$ cat src/hdl/rsg_pkg.sv
// Shared types and constants for the scanline run segmenter.
// Used by every module in hdl/ but rsg_ram. Depends on nothing else.
package rsg_pkg;

  localparam int LINES_PER_FRAME = 240;
  localparam int PALETTE_ENTRIES = 256;
  localparam int PAL_AW          = $clog2(PALETTE_ENTRIES);
  localparam int PAL_W           = 24;

  localparam int CFG_IDX_W  = 3;
  localparam int CFG_DATA_W = 12;

  localparam int Q_DEPTH = 4;
  localparam int Q_AW    = $clog2(Q_DEPTH);
  localparam int Q_CW    = $clog2(Q_DEPTH + 1);

  localparam logic OPC_PIXEL   = 1'b0;
  localparam logic OPC_PALETTE = 1'b1;

  localparam logic [CFG_IDX_W-1:0] REG_PIXELS_PER_LINE = 3'd0;
  localparam logic [CFG_IDX_W-1:0] REG_PIXEL_WIDTH     = 3'd1;
  localparam logic [CFG_IDX_W-1:0] REG_ROW_SCALE       = 3'd2;
  localparam logic [CFG_IDX_W-1:0] REG_X_ORIGIN        = 3'd3;
  localparam logic [CFG_IDX_W-1:0] REG_Y_ORIGIN        = 3'd4;

  typedef struct packed {
    logic [8:0]  pixels_per_line;
    logic [4:0]  pixel_width;
    logic [4:0]  row_scale;
    logic [11:0] x_origin;
    logic [11:0] y_origin;
  } cfg_t;

  localparam cfg_t CFG_RESET = '{
    pixels_per_line: 9'd320,
    pixel_width:     5'd2,
    row_scale:       5'd2,
    x_origin:        12'd0,
    y_origin:        12'd0
  };

  typedef struct packed {
    logic        opcode;
    logic [7:0]  pixel_index;
    logic [23:0] palette_color;
  } in_item_t;

  typedef struct packed {
    logic [11:0] x_start;
    logic [11:0] x_end;
    logic [11:0] y_top;
    logic [4:0]  rows;
    logic [23:0] color;
    logic        end_of_line;
    logic        end_of_frame;
    logic        last;
  } out_item_t;

  // Up to two segments per pixel, packed so seg0 is always the first one.
  typedef struct packed {
    logic      v0;
    logic      v1;
    out_item_t seg0;
    out_item_t seg1;
  } push_t;

endpackage

$ cat src/hdl/rsg_seg_core.sv
// Run tracking and segment building: one looked-up pixel per cycle, unless held.
// Depends on rsg_pkg; takes palette read data from the RAM.
module rsg_seg_core (
  input  logic                          clk,
  input  logic                          rst_n,
  input  rsg_pkg::cfg_t                 cfg,
  input  logic                          pix_take,
  input  logic                          pix_idx_ok,
  input  logic [rsg_pkg::PAL_W-1:0]     pal_rdata,
  input  logic                          room,
  output logic                          hold,
  output rsg_pkg::push_t                push
);

  logic        s1_valid_r, s1_valid_nxt;
  logic        s1_idx_ok_r;
  logic [23:0] run_color_r, run_color_nxt;
  logic [11:0] run_start_r, run_start_nxt;
  logic [8:0]  col_r, col_nxt;
  logic [7:0]  line_r, line_nxt;
  logic [11:0] rowpos_r, rowpos_nxt;

  logic        advance;
  logic [23:0] c;
  logic [13:0] prod;
  logic [11:0] pos, end_pos;
  logic        first, change, eol, eof;
  logic [8:0]  ncol;
  logic [8:0]  line_inc;
  logic [4:0]  eff_rows;
  logic [11:0] rs;
  logic [23:0] rc;

  assign advance = s1_valid_r && room;
  assign hold    = s1_valid_r && !room;

  assign c        = s1_idx_ok_r ? pal_rdata : '0;
  assign prod     = {5'd0, col_r} * {9'd0, cfg.pixel_width};
  assign pos      = prod[11:0];
  assign end_pos  = pos + {7'd0, cfg.pixel_width};
  assign first    = (col_r == 9'd0);
  assign change   = !first && (c != run_color_r);
  assign ncol     = col_r + 9'd1;
  assign eol      = (ncol >= cfg.pixels_per_line) || (ncol == 9'd0);
  assign line_inc = {1'b0, line_r} + 9'd1;
  assign eof      = (line_inc >= 9'(rsg_pkg::LINES_PER_FRAME));
  assign eff_rows = (cfg.row_scale == 5'd0) ? 5'd1 : cfg.row_scale;
  assign rs       = first ? 12'd0 : (change ? pos : run_start_r);
  assign rc       = (first || change) ? c : run_color_r;

  always_comb begin
    rsg_pkg::out_item_t seg_a, seg_b;
    seg_a.x_start      = cfg.x_origin + run_start_r;
    seg_a.x_end        = cfg.x_origin + pos;
    seg_a.y_top        = cfg.y_origin + rowpos_r;
    seg_a.rows         = eff_rows;
    seg_a.color        = run_color_r;
    seg_a.end_of_line  = 1'b0;
    seg_a.end_of_frame = 1'b0;
    seg_a.last         = !eol;

    seg_b.x_start      = cfg.x_origin + rs;
    seg_b.x_end        = cfg.x_origin + end_pos;
    seg_b.y_top        = cfg.y_origin + rowpos_r;
    seg_b.rows         = eff_rows;
    seg_b.color        = rc;
    seg_b.end_of_line  = 1'b1;
    seg_b.end_of_frame = eof;
    seg_b.last         = 1'b1;

    push.v0   = advance && (change || eol);
    push.v1   = advance && change && eol;
    push.seg0 = change ? seg_a : seg_b;
    push.seg1 = seg_b;
  end

  always_comb begin
    s1_valid_nxt  = pix_take || (s1_valid_r && !advance);
    col_nxt       = col_r;
    run_start_nxt = run_start_r;
    run_color_nxt = run_color_r;
    line_nxt      = line_r;
    rowpos_nxt    = rowpos_r;
    if (advance) begin
      run_color_nxt = rc;
      if (eol) begin
        col_nxt       = 9'd0;
        run_start_nxt = 12'd0;
        if (eof) begin
          line_nxt   = 8'd0;
          rowpos_nxt = 12'd0;
        end else begin
          line_nxt   = line_inc[7:0];
          rowpos_nxt = rowpos_r + {7'd0, eff_rows};
        end
      end else begin
        col_nxt       = ncol;
        run_start_nxt = rs;
      end
    end
  end

  always_ff @(posedge clk) begin
    if (!rst_n) begin
      s1_valid_r  <= 1'b0;
      col_r       <= '0;
      run_start_r <= '0;
      run_color_r <= '0;
      line_r      <= '0;
      rowpos_r    <= '0;
    end else begin
      s1_valid_r  <= s1_valid_nxt;
      col_r       <= col_nxt;
      run_start_r <= run_start_nxt;
      run_color_r <= run_color_nxt;
      line_r      <= line_nxt;
      rowpos_r    <= rowpos_nxt;
    end
  end

  always_ff @(posedge clk) begin
    if (pix_take) begin
      s1_idx_ok_r <= pix_idx_ok;
    end
  end

endmodule

$ cat config.mk
export PLATFORM = sky130hd
export DESIGN_NAME = rsg_seg_core
export DESIGN_NICKNAME = d
export VERILOG_FILES = /design/src/hdl/rsg_pkg.sv /design/src/hdl/rsg_seg_core.sv
export SDC_FILE = /design/constraint.sdc
export NUM_CORES = 1
export LEC_CHECK = 0
export BUFFER_PORTS_ARGS = -buffer_cell sky130_fd_sc_hd__buf_2
export CORE_MARGIN = 3
export CORE_UTILIZATION = 40
export DETAILED_ROUTE_END_ITERATION = 6
export SYNTH_ARGS = -nofsm -noshare
export SYNTH_HDL_FRONTEND = slang
export SYNTH_SLANG_ARGS = --single-unit
$ cat constraint.sdc
create_clock -name clk -period 18.7 [get_ports clk]
set_input_delay 3.74 -clock clk [delete_from_list [all_inputs] [get_ports clk]]
set_output_delay 3.74 -clock clk [all_outputs]
set_load 0.005 [all_outputs]
==> results.md <==
* Status: completed
* Slew margin rel. at 26.2%
* Main area contributors after synthesis: dfxtp_1 (15%), ha_1 (13%), fa_1 (8.3%)
* Antenna Cells at 0
* Area of the mapped netlist at 8630 µm²
* PortBufs at around 210
* CP required at 14.96 ns
* Hold Violations, Final at 0
* Die height at 153 µm
* Worst slew pin tran at between 1 and 1.5 ns
* Internal at 0.311 mW
* Hold WS at 0.486 ns
* Post-DP HPWL at 18,700 µm
* Syn Inst Count at 1,150
* Max cap viols at 0
* Mux cell area share after synthesis at between 4 and 5%
* Die ar. at 23,400 µm²
* # setup viols final at 0
* Clock share of power at about two fifths
* Synth Area in Adders at between 20% and 30%
* Area Overhead vs Synth at 16.3%
* Sequential cell area at 1350 µm²
* Remaining antenna violation count after routing at 0
* DRT Pass-1 Iters at 5
* Critical path class: in2out
* Worst vdd ir at ~0.000038 V
* Yosys warns at 0
* Layout cell share with drive strength beyond 1 at around a fifth
* Final Max Tran Viols at 0
* Most frequent cell after synthesis: nand2_1
* Initial DRC count at 413
* Commonest cells in the netlist: nand2_1 (134), inv_1 (111), nor2_1 (92), ha_1 (90), a21oi_1 (83)
* Skew-Pair Late Insertion Delay at around 0.34 ns
* Fin crit share at roughly 70%
* Max FO, Critical Path at 8
* Pleak at 4.93 nW
* Xor/xnor share of the synthesized area at 8.62%
* Crit path launch type: primary input
* RSZ-0062 raised after global routing: no
* Total routed wirelength at 23,800 µm
* Yosys top cell area share at around 15%
* Hold-fix buffers at CTS at 0
* Worst path arrival time at 9.33 ns
* Layout Utilization at 47.6%
* Fraction of registers with async set/reset at 0%
* CTS clk-pin slew, worst paths at 0.06 ns
* Fillers at roughly 2,200
* Crit path time final at about 13 ns
* Vias in the first global route at 7,713
* CTS Buffer Depth at 2
* CP Capture Type: output port
* Root Driver: clkbuf_16
* Post-route cell area at around 10,000 µm²
* Area of the multi-input gates at 6500 µm²
* Setup TNS at 0 ns
* First-pass GRT wire length at a little under 40,000 µm
* Io pins at 211
* EDFF count, synth at 1
* Clk_skew at 0.00921 ns
* Grt total ovfl at 0
* Dominant synthesized flop cell: dfxtp_1
* Register area share after synthesis at 15.7%
* Largest family of logic cells by synthesized area: simple AND/OR/NAND/NOR gates
* Comb pwr share at between 20 and 30%
* Placement Cell Area at roughly 10000 µm²
* Total GRT Usage at about a fifth
* # resized after CTS at 0
* Post-CTS repair timing setup buffer count at 0
* DR vias/cell at approximately 5.2
* Post-Synth Simple-Gate Area at 22.7%
* CTS tree: built
* Initial antenna violation count at 0
* Die width at 153 µm
* Hold Path Class: reg2reg
* Routed WL per cell at 15.0 µm
* Final nets at between 1,500 and 2,000
* Net Sw Power at ~0.14 mW
* Routability cong. at 0.845
* Fmax at between 70 and 80 MHz
* Core area at between 20,000 and 25,000 µm²
* Power Total at about 0.45 mW
* Vias at 8,266
* Sw frac at around 31%
* H-tree depth at 3
* Synth Area per Inst at 7.51 µm²
* Initial cell density of the core at 40.9%
* Synth Area in Compound Gates at roughly 18%
* Synth area leader: dfxtp_1
* # clock sinks at 67
* Residual DRC at 0
* Sequential cell fraction of total power at about a third
* Largest net degree at the start of global routing at 50
* Row Count at between 50 and 60
* PD cells at between 40 and 50 nW/µm²
* Number of distinct library cells after synthesis at 68
* Yosys reg bits at 67
* CTS buffer count at 9
## cells by family (layout without fill, tap and decap cells)
kind of cell | count (synthesis) | in the layout
AO/OA/AOI/OAI | 253 | 253
XOR/XNOR | 85 | 85
adder cells (fa/ha/maj) | 126 | 126
buffers and inverters | 181 | 345
flip-flops | 67 | 67
multiplexers | 35 | 35
other | 1 | 2
AND/OR/NAND/NOR | 402 | 402
## path summary, 6_finish.rpt
check                                 start  slack (ns)  cells after the start         endpoint
worst max-delay path                cfg[33]        5.63                     20        push[123]
worst min-delay path            rowpos_r[0]        0.49                      2      rowpos_r[0]
worst max register to register     col_r[2]       14.14                     15  run_start_r[11]
worst min register to register  rowpos_r[0]        0.49                      2      rowpos_r[0]
## cell usage in the layout (no fill, tap or decap), drive strengths merged, types with 4 or more instances in the layout
| cell type | netlist | final |
|---|---|---|
| fa | 36 | 36 |
| a21oi | 84 | 84 |
| inv | 112 | 113 |
| a21o | 17 | 17 |
| and2 | 37 | 37 |
| o21ai | 68 | 68 |
| a22oi | 9 | 9 |
| xor2 | 41 | 41 |
| a22o | 10 | 10 |
| o21a | 6 | 6 |
| nand4b | 5 | 5 |
| mux2 | 21 | 21 |
| or3 | 10 | 10 |
| a31oi | 11 | 11 |
| o22ai | 10 | 10 |
| clkbuf | 25 | 11 |
| dfxtp | 66 | 66 |
| and3 | 6 | 6 |
| o211ai | 8 | 8 |
| xnor2 | 44 | 44 |
| o2111ai | 4 | 4 |
| o41ai | 4 | 4 |
| nor3 | 23 | 23 |
| a211oi | 6 | 6 |
| buf | 44 | 217 |
| o21bai | 4 | 4 |
| mux2i | 14 | 14 |
| nor2 | 92 | 92 |
| nand3 | 26 | 26 |
| nor2b | 19 | 19 |
| nand2b | 4 | 4 |
| nand2 | 135 | 135 |
| nand3b | 9 | 9 |
| nand4 | 13 | 13 |
| nor4b | 4 | 4 |
| ha | 90 | 90 |
## metrics by stage
stage	instances	setup WS (ns)
4_1_cts	1590	5.60
2_1_floorplan	1151	6.37
6_report	1590	5.63
5_1_grt	1590	5.21
3_3_place_gp	1574	5.68
3_5_place_dp	1574	5.63
## flip-flops by register name, summed over array words and instances (netlist names)
name,cells
line_r,8
col_r,9
s1_valid_r,1
run_start_r,12
rowpos_r,12
s1_idx_ok_r,1
run_color_r,24
## power by group through the flow
stage	Clock [mW]	Sequential, mW	Combinational (mW)
6_report	0.181	0.147	0.126
5_1_grt	0.189	0.147	0.141
4_1_cts	0.184	0.147	0.127
3_5_place_dp	0	0.150	0.127
3_3_place_gp	0	0.150	0.126
2_1_floorplan	0	0.149	0.0761
## metal layers
layer	vias to the layer above	share of wire [%]	global-route usage, %
li1	4233	-	-
met1	3829	49	28.2
met2	183	45	32.5
met3	21	4.3	2.69
met4	0	1.4	4.33
met5	-	0	0
## final cells by class
type | count | area share [%]
Timing Repair Buffer | 217 | 11.0
Clock buffer | 11 | 2.52
Sequential cell | 67 | 13.5
Clock inverter | 5 | 0.598
Multi-Input combinational cell | 903 | 64.8
Inverter | 112 | 4.19
Tap cell | 275 | 3.43
## critical path: stages
cell and delay (ns):
buf_2 0.16, nand2_1 0.10, fa_1 0.54, fa_1 0.52
fa_1 0.54, inv_1 0.04, ha_1 0.34, a21o_1 0.20
a21oi_1 0.22, nor2b_1 0.09, o31a_1 0.26, a21oi_1 0.30
ha_1 0.35, ha_1 0.28, o41ai_2 0.46, nor4b_1 0.11
nor4b_1 0.57, mux2_2 0.28, xnor2_1 0.11, buf_2 0.13
Power figures use the tool's default switching activity.
