==> config.mk <==
export PLATFORM = sky130hd
export DESIGN_NAME = rsg_out_queue
export DESIGN_NICKNAME = d
export VERILOG_FILES = /design/src/hdl/rsg_pkg.sv /design/src/hdl/rsg_out_queue.sv
export SDC_FILE = /design/constraint.sdc
export NUM_CORES = 1
export LEC_CHECK = 0
export BUFFER_PORTS_ARGS = -buffer_cell sky130_fd_sc_hd__buf_2
export CAP_MARGIN = 20
export CORE_ASPECT_RATIO = 0.8
export CORE_MARGIN = 1
export CORE_UTILIZATION = 35
export CTS_CLUSTER_SIZE = 10
export DETAILED_ROUTE_END_ITERATION = 7
export GPL_TIMING_DRIVEN = 0
export HOLD_SLACK_MARGIN = 0.02
export PLACE_DENSITY = 0.58
export SETUP_SLACK_MARGIN = 0.02
export SLEW_MARGIN = 25
export SYNTH_ARGS = -nofsm -noshare
export SYNTH_HDL_FRONTEND = slang
export SYNTH_SLANG_ARGS = --single-unit
==> constraint.sdc <==
create_clock -name clk -period 15.55 [get_ports clk]
set_input_delay 0 -clock clk [delete_from_list [all_inputs] [get_ports clk]]
set_output_delay 0 -clock clk [all_outputs]
set_load 0.02 [all_outputs]
==> src/hdl/rsg_pkg.sv <==
// Shared types and constants for the scanline run segmenter.
// Used by every module in hdl/ but rsg_ram. Depends on nothing else.
package rsg_pkg;

  localparam int LINES_PER_FRAME = 240;
  localparam int PALETTE_ENTRIES = 256;
  localparam int PAL_AW          = $clog2(PALETTE_ENTRIES);
  localparam int PAL_W           = 24;

  localparam int CFG_IDX_W  = 3;
  localparam int CFG_DATA_W = 12;

  localparam int Q_DEPTH = 4;
  localparam int Q_AW    = $clog2(Q_DEPTH);
  localparam int Q_CW    = $clog2(Q_DEPTH + 1);

  localparam logic OPC_PIXEL   = 1'b0;
  localparam logic OPC_PALETTE = 1'b1;

  localparam logic [CFG_IDX_W-1:0] REG_PIXELS_PER_LINE = 3'd0;
  localparam logic [CFG_IDX_W-1:0] REG_PIXEL_WIDTH     = 3'd1;
  localparam logic [CFG_IDX_W-1:0] REG_ROW_SCALE       = 3'd2;
  localparam logic [CFG_IDX_W-1:0] REG_X_ORIGIN        = 3'd3;
  localparam logic [CFG_IDX_W-1:0] REG_Y_ORIGIN        = 3'd4;

  typedef struct packed {
    logic [8:0]  pixels_per_line;
    logic [4:0]  pixel_width;
    logic [4:0]  row_scale;
    logic [11:0] x_origin;
    logic [11:0] y_origin;
  } cfg_t;

  localparam cfg_t CFG_RESET = '{
    pixels_per_line: 9'd320,
    pixel_width:     5'd2,
    row_scale:       5'd2,
    x_origin:        12'd0,
    y_origin:        12'd0
  };

  typedef struct packed {
    logic        opcode;
    logic [7:0]  pixel_index;
    logic [23:0] palette_color;
  } in_item_t;

  typedef struct packed {
    logic [11:0] x_start;
    logic [11:0] x_end;
    logic [11:0] y_top;
    logic [4:0]  rows;
    logic [23:0] color;
    logic        end_of_line;
    logic        end_of_frame;
    logic        last;
  } out_item_t;

  // Up to two segments per pixel, packed so seg0 is always the first one.
  typedef struct packed {
    logic      v0;
    logic      v1;
    out_item_t seg0;
    out_item_t seg1;
  } push_t;

endpackage

==> src/hdl/rsg_out_queue.sv <==
// Four-entry result queue taking up to two segments per cycle.
// Depends on rsg_pkg.
module rsg_out_queue (
  input  logic                clk,
  input  logic                rst_n,
  input  rsg_pkg::push_t      push,
  output logic                room,
  output logic                out_valid,
  input  logic                out_stall,
  output rsg_pkg::out_item_t  out_data
);

  rsg_pkg::out_item_t q_r [rsg_pkg::Q_DEPTH];
  logic [rsg_pkg::Q_AW-1:0] rptr_r, rptr_nxt, wptr_r, wptr_nxt, wptr_b;
  logic [rsg_pkg::Q_CW-1:0] count_r, count_nxt;
  logic                     pop;
  logic [rsg_pkg::Q_CW-1:0] n_push;

  assign out_valid = (count_r != '0);
  assign out_data  = q_r[rptr_r];
  assign pop       = out_valid && !out_stall;
  assign room      = (count_r <= rsg_pkg::Q_CW'(rsg_pkg::Q_DEPTH - 2));
  assign n_push    = rsg_pkg::Q_CW'(push.v0) + rsg_pkg::Q_CW'(push.v1);
  assign wptr_b    = wptr_r + rsg_pkg::Q_AW'(1);

  assign rptr_nxt  = pop ? rptr_r + rsg_pkg::Q_AW'(1) : rptr_r;
  assign wptr_nxt  = wptr_r + n_push[rsg_pkg::Q_AW-1:0];
  assign count_nxt = count_r + n_push - rsg_pkg::Q_CW'(pop);

  always_ff @(posedge clk) begin
    if (!rst_n) begin
      rptr_r  <= '0;
      wptr_r  <= '0;
      count_r <= '0;
    end else begin
      rptr_r  <= rptr_nxt;
      wptr_r  <= wptr_nxt;
      count_r <= count_nxt;
    end
  end

  always_ff @(posedge clk) begin
    if (push.v0) begin
      q_r[wptr_r] <= push.seg0;
    end
    if (push.v1) begin
      q_r[wptr_b] <= push.seg1;
    end
  end

endmodule

==> results of run 1 <==
-- final cells by class --
cell class	instances	area, µm²	area share, %
sequential	281	8348	44.76
multi-input combinational	377	4903	26.29
timing repair buffer	436	3588	19.24
clock buffer	45	913.4	4.898
tap	487	609.3	3.267
buffer	45	244.0	1.308
inverter	7	26.28	0.1409
clock inverter	3	16.27	0.08722
-- final timing paths --
check                  from          to  slack, ns  depth (start not counted)
setup / recovery  wptr_r[1]  q_r[2][34]      12.59                          9
hold / removal    push[136]   wptr_r[1]       0.16                          5
setup reg to reg  wptr_r[1]  q_r[2][34]      12.59                          9
hold reg to reg   rptr_r[1]        flop       0.49                          2
-- worst reg2reg max path, cell delays in order, from the launching register on --
cell and delay (ns):
sky130_fd_sc_hd__dfxtp_1 0.53, sky130_fd_sc_hd__inv_2 0.14, sky130_fd_sc_hd__nand3_1 0.39, sky130_fd_sc_hd__buf_4 0.33, sky130_fd_sc_hd__buf_2 0.38, sky130_fd_sc_hd__o21ai_4 0.24, sky130_fd_sc_hd__buf_16 0.22, sky130_fd_sc_hd__buf_16 0.16
sky130_fd_sc_hd__buf_16 0.16, sky130_fd_sc_hd__buf_16 0.17
-- cell usage in the layout (no fill, tap or decap), drive strengths merged, types with 3 or more instances in the layout --
master / n
clkbuf: 49
mux2: 272
edfxtp: 272
xnor2: 3
nor2: 3
dlygate4sd3: 209
and2: 5
inv: 8
dfxtp: 9
mux4: 68
buf: 268
ha: 5
o21ai: 3
-- flip-flops by register name, summed over array words and instances, names as in the netlist, named ones only --
name	cells
count_r	3
q_r	272
rptr_r	2
wptr_r	2
-- layer usage --
layer,up-vias,share of wire (%)
li1,3859,-
met1,4258,45
met2,228,48
met3,42,5.2
met4,2,1.4
met5,-,0.028
-- cell families after synthesis --
| kind of cell | synth area share (%) |
|---|---|
| xor gates and xnor gates | 0.2599 |
| adders and majority gates | 0.6124 |
| AOI/OAI and AO/OA | 0.2969 |
| buffers and inverters | 2.004 |
| DFF | 61.91 |
| and+or+nand+nor | 0.7702 |
| muxes | 34.15 |
-- synth_stat cells (2+ instances only) --
cell                       number
sky130_fd_sc_hd__a21oi_1        2
sky130_fd_sc_hd__edfxtp_1     272
sky130_fd_sc_hd__mux2_1        20
sky130_fd_sc_hd__xnor2_1        3
sky130_fd_sc_hd__mux4_2        68
sky130_fd_sc_hd__and2_1         5
sky130_fd_sc_hd__ha_1           5
sky130_fd_sc_hd__dfxtp_1        9
sky130_fd_sc_hd__a21boi_0       2
sky130_fd_sc_hd__nand3_1        2
sky130_fd_sc_hd__nor2b_1        2
sky130_fd_sc_hd__buf_2         33
sky130_fd_sc_hd__nand2b_1       2
sky130_fd_sc_hd__nand2_1        2
sky130_fd_sc_hd__buf_6          3
sky130_fd_sc_hd__nor2_1         3
sky130_fd_sc_hd__mux2_2       252
sky130_fd_sc_hd__o21ai_0        3
sky130_fd_sc_hd__buf_4          3
sky130_fd_sc_hd__clkbuf_1       4
sky130_fd_sc_hd__buf_1          2
sky130_fd_sc_hd__inv_1          6
-- power by group --
part	internal (mW)	total, mW	leakage (nW)	switching (mW)
Sequential	0.957	0.981	2.62	0.0240
Combinational	0.334	0.691	3.67	0.357
Clock	0.406	0.702	0.451	0.296
Total	1.70	2.37	6.74	0.677
-- per-stage QoR --
| step | hold WS [ns] | power [mW] |
|---|---|---|
| after detailed placement | 0.3265 | 1.642 |
| final | 0.1590 | 2.374 |
| after CTS | 0.1267 | 2.408 |
| after global placement | 0.3267 | 1.623 |
| after floorplan | 0.1217 | 1.401 |
| after global routing | 0.1702 | 2.480 |
-- what timing repair did --
action | in CTS | in global routing
setup buffers | 0 | 0
hold buffers | 209 | 0
endpoints found under the hold margin | 281 | 0
==> impl_metrics.yaml, run 1 <==
run_status:
  status: "finished clean"
clock_network:
  cts.root.buffer_cell: "sky130_fd_sc_hd__clkbuf_16"
  cts_made_buffers: 34
  cts_max_path_buffers: 3
  cts_tree: "built"
  clock-sinks: 281
  worst_skew_pair_latency_ns: 0.52
  post_cts_resized: 0
  clkTransAtPathRegs_ns: 0.05
  count_of_h_tree_levels_built_during_cts: 2
sta:
  timing_hold_violations_final: 0
  fin_tns_setup_ns: 0
  layout_min_cycle_time_ns: 2.965
  postLayoutSetupSlackWorst_ns: 12.59
  final.setup_skew_ns: 0.01948
  finalCritPeriodShare_pct: 19.07
  setup_viol: 0
  grt_setup_unrepaired: "no"
  max_slew_margin_pct: 45.52
  worst_slew_pin_slew_ns: 0.8172
  drv_slew: 0
  max_freq_mhz: 337.3
worst_setup_path:
  timing.critical_path.required_ns: 15.82
  critical_path.most_common_cell: "sky130_fd_sc_hd__buf_16"
  crit_family: "buffers and inverters"
  critical_path.slowest_cell: "sky130_fd_sc_hd__dfxtp_1"
  timing_worst_setup_path_type: "reg2reg"
  end_kind: "flop"
  timing.critical_path.from_type: "flop"
  critPathMaxStageDelay_ns: 0.53
  crit_path_cell_trace: "inv_2 > nand3_1 > buf_4 > buf_2 > o21ai_4 > buf_16 > buf_16 > buf_16 > buf_16"
  worstPathArrival_ns: 3.24
  worst_path_fanout_max: 15
  worst-path-buf-inv: 7
die:
  die-area_um2: 39320
  initial_utilization_pct: 35.94
  die_width_um: 221.5
  io_pins: 211
  floorplan.core_area_um2: 37520
  height_of_the_chip_um: 177.6
  fp-row-count: 63
placed_design:
  gp_congestion: 0.7470
  dpl_worst_slack_ns: 12.46
  dp_hpwl_um: 22340
  post-place-cells: 1424
  port-buffer-count: 210
  postPlaceCellArea_um2: 15630
global_routing:
  grt.total_usage_pct: 18.25
  grt_pass1_vias: 9098
  antenna_found_initial: 1
  grt_start_max_net_pins: 19
  global_route.peak_usage_layer: "met2"
  grtUsageMet3_pct: 4.056
  grt_pass1_wl_um: 53980
  globalRoute.totalOverflow: 0
  met2_grt_util_pct: 30.88
  met1_track_usage_gr_pct: 24.16
logic_synthesis:
  synth_seq_area_share_pct: 61.91
  synth_area_leader_cell: "sky130_fd_sc_hd__edfxtp_1"
  netlist-cell-type-count: 29
  synth_top_cell_area_share_pct: 60.57
  syn_area_per_cell_um2: 18.99
  synth_edf_count: 272
  commonest_register_cell_after_synthesis: "sky130_fd_sc_hd__edfxtp_1"
  mappedNetlistArea_um2: 13480
  async_set_reset_flop_share_out_of_synthesis_pct: 0
  yosys_warnings: 0
  postSynthNetCount: 857
  syn_inst: 710
  synth.ff_latch_count: 281
  yosys-top-cells-area: "sky130_fd_sc_hd__edfxtp_1 61%, sky130_fd_sc_hd__mux2_2 21%, sky130_fd_sc_hd__mux4_2 11%"
cells_and_area:
  finalNonFillerCells: 1681
  final_antenna_diode_count: 0
  layout.cell_area.non_filler_um2: 18650
  layout_filler_cell_count: 3212
  fin_util_pct: 49.70
  final_layout_size_suffix_gt1_share_pct: 52.51
  area_growth_syn_to_layout_pct: 38.30
  finish.net_count: 1329
routing:
  vias: 8389
  post-route-drc-count: 0
  dr.first_iter.drc_count: 451
  detail_route.first_pass.iterations: 4
  finalWirelength_um: 35520
  routed_via_density: 4.990
  avgRoutedWirePerCell_um: 21.13
  drt.antenna.violating_nets: 0
hold_path:
  hold_wc_path_type: "in2reg"
job:
  maxCapViolCount: 0
power_and_ir_drop:
  peak_supply_drop_v: 0.00008938
  cellPowerDensity_nw_per_um2: 127.3
  leakage_nw: 6.743
Note: power is estimated with default switching activity, not from simulation.
==> inputs of run 2 (changes only) <==
--- a/config.mk
+++ b/config.mk
@@ -5,6 +5,7 @@
 export SDC_FILE = /design/constraint.sdc
 export NUM_CORES = 1
 export LEC_CHECK = 0
+export ABC_AREA = 1
 export BUFFER_PORTS_ARGS = -buffer_cell sky130_fd_sc_hd__buf_2
 export CAP_MARGIN = 20
 export CORE_ASPECT_RATIO = 0.8
@@ -14,7 +15,7 @@
 export DETAILED_ROUTE_END_ITERATION = 7
 export GPL_TIMING_DRIVEN = 0
 export HOLD_SLACK_MARGIN = 0.02
-export PLACE_DENSITY = 0.58
+export PLACE_DENSITY = 0.6
 export SETUP_SLACK_MARGIN = 0.02
 export SLEW_MARGIN = 25
 export SYNTH_ARGS = -nofsm -noshare
==> constraint.sdc (replaced) <==
create_clock -name clk -period 2.6 [get_ports clk]
set_input_delay 0 -clock clk [delete_from_list [all_inputs] [get_ports clk]]
set_output_delay 0 -clock clk [all_outputs]
set_load 0.02 [all_outputs]
==> impl_metrics.yaml, run 2 <==
worst_setup_path:
  timing.critical_path.required_ns: 2.60
  timing_worst_setup_path_type: "reg2out"
  end_kind: "output pin"
  reg2reg_to: "q_r[3][31]"
  worst_path_fanout_max: 10
  rrSetupSlack_ns: 0.18
  r2r.worst_path.cells: 10
  timing.critical_path.from_type: "flop"
  worstPathArrival_ns: 2.45
  worst_r2r_startpoint: "wptr_r[0]"
placed_design:
  postPlaceCellArea_um2: 15490
  dp_hpwl_um: 29940
  dpl_worst_slack_ns: 0.04351
  port-buffer-count: 210
  post-place-cells: 2118
  gp_congestion: 0.7993
logic_synthesis:
  postSynthNetCount: 1548
  commonest_register_cell_after_synthesis: "sky130_fd_sc_hd__edfxtp_1"
  mappedNetlistArea_um2: 13500
  synth_area_leader_cell: "sky130_fd_sc_hd__edfxtp_1"
  synth.ff_latch_count: 281
  synthMostInstantiatedCell: "sky130_fd_sc_hd__o21ai_0"
  synth_seq_area_share_pct: 61.85
  netlist-cell-type-count: 21
  async_set_reset_flop_share_out_of_synthesis_pct: 0
  synth_edf_count: 272
  syn_area_per_cell_um2: 9.635
  yosys-top-cells-area: "sky130_fd_sc_hd__edfxtp_1 61%, sky130_fd_sc_hd__o21ai_0 11%, sky130_fd_sc_hd__nand2_1 8.0%"
  syn_inst: 1401
  yosys_warnings: 0
  synth.top_cells.by_count: "294 x sky130_fd_sc_hd__o21ai_0, 288 x sky130_fd_sc_hd__nand2_1, 272 x sky130_fd_sc_hd__edfxtp_1"
  synth_top_cell_area_share_pct: 60.51
sta:
  finalCritPeriodShare_pct: 94.17
  max_slew_margin_pct: 50.50
  fin_tns_setup_ns: 0
  postLayoutSetupSlackWorst_ns: 0.1515
  setup_viol: 0
  worst_slew_pin_slew_ns: 0.7425
  max_freq_mhz: 408.4
  final.setup_skew_ns: 0.01594
  grt_setup_unrepaired: "no"
  layout_min_cycle_time_ns: 2.448
  drv_slew: 0
  timing_hold_violations_final: 0
clock_network:
  cts_max_path_buffers: 3
  clkTransAtPathRegs_ns: 0.05
  clock-sinks: 281
  count_of_h_tree_levels_built_during_cts: 2
  worst_skew_pair_latency_ns: 0.51
  cts_made_buffers: 34
  cts.root.buffer_cell: "sky130_fd_sc_hd__clkbuf_16"
  cts_tree: "built"
cells_and_area:
  layout_filler_cell_count: 3472
  final_cell_mix: "294 x sky130_fd_sc_hd__o21ai_0, 287 x sky130_fd_sc_hd__nand2_1, 272 x sky130_fd_sc_hd__edfxtp_1"
  finalNonFillerCells: 2376
  final_layout_size_suffix_gt1_share_pct: 17.85
  multiInputGateArea_um2: 4312
  finish.net_count: 2021
  layout.cell_area.non_filler_um2: 18510
  largest_register: "q_r"
  area_growth_syn_to_layout_pct: 37.14
  fin_util_pct: 49.34
  layout_commonest_cell: "sky130_fd_sc_hd__o21ai_0"
  largestRegisters: "q_r (272), count_r (3)"
  largest_register_ff_count: 272
  seq_area_um2: 8356
die:
  height_of_the_chip_um: 177.7
  floorplan.core_area_um2: 37520
  fp-row-count: 63
  die-area_um2: 39360
  io_pins: 211
  die_width_um: 221.6
  initial_utilization_pct: 35.97
global_routing:
  antenna_found_initial: 1
  globalRoute.totalOverflow: 0
  grt.total_usage_pct: 23.43
  grt_pass1_wl_um: 70470
  grt_pass1_vias: 12350
  grt_start_max_net_pins: 69
routing:
  finalWirelength_um: 46800
  dr.first_iter.drc_count: 1139
  vias: 12550
  drt.antenna.violating_nets: 0
  routed_via_density: 5.281
  post-route-drc-count: 0
  avgRoutedWirePerCell_um: 19.70
  detail_route.first_pass.iterations: 5
power_and_ir_drop:
  peak_supply_drop_v: 0.0004055
  leakage_nw: 7.645
  cellPowerDensity_nw_per_um2: 796.0
hold_path:
  hold_wc_path_type: "in2reg"
  holdPathStages: 5
  hold_start: "push[137]"
  worstHoldEndpoint: "wptr_r[1]"
run_status:
  status: "finished clean"
job:
  maxCapViolCount: 0
-- run 2: worst max-delay path by stage --
stage / endpoint / cells after the start
floorplan: q_r[3][0] / 2
global placement: q_r[3][31] / 2
detailed placement: q_r[3][31] / 10
CTS: out_data[48] / 6
global route: out_data[48] / 5
finish: out_data[27] / 6
-- run 2: routing by layer --
layer | global-route usage [%] | routed length [µm]
met5 | 0 | 0
met2 | 38.08 | 21660
met4 | 7.841 | 1100
met1 | 32.06 | 20330
met3 | 3.593 | 3700
-- run 2: critical path, cell delays in order (launching register included) --
cell and delay, ns:
sky130_fd_sc_hd__dfxtp_1 0.32, sky130_fd_sc_hd__buf_2 0.33, sky130_fd_sc_hd__buf_2 0.35, sky130_fd_sc_hd__buf_2 0.32, sky130_fd_sc_hd__nor2_1 0.08, sky130_fd_sc_hd__o22ai_1 0.29, sky130_fd_sc_hd__buf_2 0.24
-- run 2: stage by stage --
step | hold WS (ns) | power [mW]
final | 0.09178 | 14.73
after global routing | 0.1207 | 15.38
after CTS | 0.07323 | 14.76
after detailed placement | 0.2839 | 10.24
after global placement | 0.2799 | 10.11
after floorplan | 0.09284 | 8.405
-- run 2: where the power goes --
group          internal [mW]  leakage [nW]  total (mW)  switching (mW)
Clock                   2.45         0.453        4.25            1.80
Sequential              5.67          2.63        5.80           0.139
Combinational           1.52          4.56        4.68            3.16
Total                   9.64          7.65        14.7            5.10
-- run 2: area by class of cell --
class | instances | area share [%]
Antenna cell | 1 | 0.01352
Buffer | 102 | 3.042
Clock buffer | 48 | 4.995
Clock inverter | 2 | 0.06759
Inverter | 88 | 1.811
Multi-Input combinational cell | 929 | 23.29
Sequential cell | 281 | 45.14
Tap cell | 487 | 3.292
Timing Repair Buffer | 438 | 18.35
-- run 2: timing repair --
action,4_1_cts,5_1_grt
gates resized for setup,3,1
endpoints found under the setup margin,9,1
gates cloned,0,0
buffers inserted,1,0
hold buffers,207,0
hold endpoints to repair,281,0
-- run 2: kinds of logic after synthesis --
logic type	count (synthesis)	share of synthesized area, %
flip-flops	281	61.85
AO/OA/AOI/OAI	485	18.67
adder cells (fa/ha/maj)	6	0.6118
buffers and inverters	191	6.637
AND/OR/NAND/NOR	438	12.24
==> inputs of run 3 (changes only) <==
--- a/config.mk
+++ b/config.mk
@@ -10,12 +10,12 @@
 export CAP_MARGIN = 20
 export CORE_ASPECT_RATIO = 0.8
 export CORE_MARGIN = 1
-export CORE_UTILIZATION = 35
+export CORE_UTILIZATION = 45
 export CTS_CLUSTER_SIZE = 10
 export DETAILED_ROUTE_END_ITERATION = 7
 export GPL_TIMING_DRIVEN = 0
 export HOLD_SLACK_MARGIN = 0.02
-export PLACE_DENSITY = 0.6
+export PLACE_DENSITY = 0.72
 export SETUP_SLACK_MARGIN = 0.02
 export SLEW_MARGIN = 25
 export SYNTH_ARGS = -nofsm -noshare
==> impl_metrics.yaml, run 3 (synthesis gave the netlist of run 2 again) <==
run_status:
  status: "finished clean"
clock_network:
  worst_skew_pair_latency_ns: 0.51
  cts_max_path_buffers: 3
  cts_tree: "built"
  clock-sinks: 281
  cts.repair_timing.setup_buffer_count: 0
  count_of_h_tree_levels_built_during_cts: 2
  cts_made_buffers: 34
  clkTransAtPathRegs_ns: 0.06
  cts.root.buffer_cell: "sky130_fd_sc_hd__clkbuf_16"
placed_design:
  dp_hpwl_um: 27830
  postPlaceCellArea_um2: 15340
  port-buffer-count: 210
  gp_congestion: 0.8318
sta:
  setup_viol: 0
  layout_min_cycle_time_ns: 2.465
  grt_setup_unrepaired: "no"
  finalCritPeriodShare_pct: 94.81
  fin_tns_setup_ns: 0
  drv_slew: 0
  max_slew_margin_pct: 48.97
  max_freq_mhz: 405.7
  final.setup_skew_ns: 0.01672
  timing_hold_violations_final: 0
  worst_slew_pin_slew_ns: 0.7654
global_routing:
  grt_pass1_vias: 12440
  grt_pass1_wl_um: 67530
  antenna_found_initial: 2
  grt.total_usage_pct: 28.83
  globalRoute.totalOverflow: 0
  grt_start_max_net_pins: 69
worst_setup_path:
  reg2reg_to: "q_r[0][52]"
  crit_path_cell_trace: "clkbuf_2 > buf_1 > o21ai_0 > o22ai_1 > buf_2"
  critPathMaxStageDelay_ns: 0.55
  crit_family: "buffers and inverters"
  worst_path_fanout_max: 10
  cp.depth: 5
  timing_worst_setup_path_type: "reg2out"
  worst_r2r_startpoint: "wptr_r[0]"
  rrSetupSlack_ns: 0.23
  r2r.worst_path.cells: 5
  end_kind: "output pin"
  timing.critical_path.from_type: "flop"
  worstPathArrival_ns: 2.47
  endpoint: "out_data[66]"
  timing.critical_path.required_ns: 2.60
  worst-path-buf-inv: 3
  critical_path.slowest_cell: "sky130_fd_sc_hd__dfxtp_1"
hold_path:
  hold_start: "push[137]"
  hold_wc_path_type: "in2reg"
  holdPathStages: 5
cells_and_area:
  fin_util_pct: 62.66
  finish.net_count: 2020
  seq_area_um2: 8356
  layout.cell_area.non_filler_um2: 18440
  layout_commonest_cell: "sky130_fd_sc_hd__o21ai_0"
  area_growth_syn_to_layout_pct: 36.61
  final_layout_size_suffix_gt1_share_pct: 17.79
  layout_filler_cell_count: 2383
  largestRegisters: "q_r (272), count_r (3)"
  largest_register: "q_r"
  final_cell_mix: "294 x sky130_fd_sc_hd__o21ai_0, 287 x sky130_fd_sc_hd__nand2_1, 272 x sky130_fd_sc_hd__edfxtp_1"
  largest_register_ff_count: 272
  multiInputGateArea_um2: 4312
power_and_ir_drop:
  design_power_total_mw: 14.93
  p_switching_mw: 5.071
  power.switching_fraction_pct: 33.97
  share_clk_of_total_power_pct: 29.7
  intPower_mw: 9.857
  cellPowerDensity_nw_per_um2: 809.6
  seqPwrFrac_pct: 38.9
  leakage_nw: 7.673
  power.share.combinational_pct: 31.3
  peak_supply_drop_v: 0.0006608
die:
  initial_utilization_pct: 45.87
  floorplan.core_area_um2: 29430
  die-area_um2: 30700
  height_of_the_chip_um: 156.9
  io_pins: 211
  die_width_um: 195.6
  fp-row-count: 56
routing:
  routed_via_density: 5.695
  vias: 12920
  finalWirelength_um: 45160
  drt.antenna.violating_nets: 0
  dr.first_iter.drc_count: 1759
  post-route-drc-count: 0
  avgRoutedWirePerCell_um: 19.90
  detail_route.first_pass.iterations: 6
job:
  maxCapViolCount: 0
==> run 3: changes by cell type in the layout (fill, tap and decap cells not counted), sizes merged <==
cell and delta:
clkinv -1, buf -1, clkbuf +4, inv -1, diode +2
==> run 3: worst min-delay path: cells and delay by family <==
family	cells	cell delay, ns
adder cells (fa/ha/maj)	1	0.17
AND/OR/NAND/NOR	2	0.12
AO/OA/AOI/OAI	1	0.14
buffers and inverters	1	0.13
==> run 3: power groups by stage <==
stage | clock [mW] | combinational (mW) | sequential, mW
after global routing | 4.64 | 5.01 | 5.85
after CTS | 4.47 | 4.59 | 5.81
after global placement | 0 | 4.06 | 5.93
after detailed placement | 0 | 4.25 | 5.89
after floorplan | 0 | 2.53 | 5.88
final | 4.44 | 4.68 | 5.81
==> run 3: per-stage QoR <==
stage / hold slack, ns / cells / setup slack (ns)
finish: 0.07448 / 2269 / 0.1349
detailed placement: 0.2831 / 2007 / 0.4064
global placement: 0.2708 / 1988 / -1.399
CTS: 0.05375 / 2266 / 0.08625
floorplan: 0.09284 / 1401 / -0.03818
global route: 0.1289 / 2267 / 0.02146
==> run 3: cell type report <==
class,count,area share [%]
inverters,88,1.819
clock buffers,52,5.496
plain buffers,103,3.067
flip-flops and latches,281,45.31
multi-input cells,929,23.38
well taps,377,2.558
diodes,3,0.04071
repair buffers,436,18.32
==> run 3: routing by layer <==
layer  GRT usage [%]  share of wire, %
met1           39.61                40
met4           10.65               2.5
met2           45.32                45
met5               0             0.035
met3           5.957                12
==> run 3: how the worst min path moves through the flow <==
stage                      endpoint  slack (ns)
after floorplan           wptr_r[0]        0.09
after global placement    wptr_r[0]        0.27
after detailed placement  wptr_r[0]        0.28
after CTS                 wptr_r[1]        0.05
after global routing      wptr_r[1]        0.13
final                     wptr_r[1]        0.07
==> run 3: what timing repair did <==
| item | in CTS | in global routing |
|---|---|---|
| setup endpoints to repair | 0 | 3 |
| gates resized for setup | 0 | 5 |
| hold buffers | 207 | 0 |
| hold endpoints to repair | 281 | 0 |
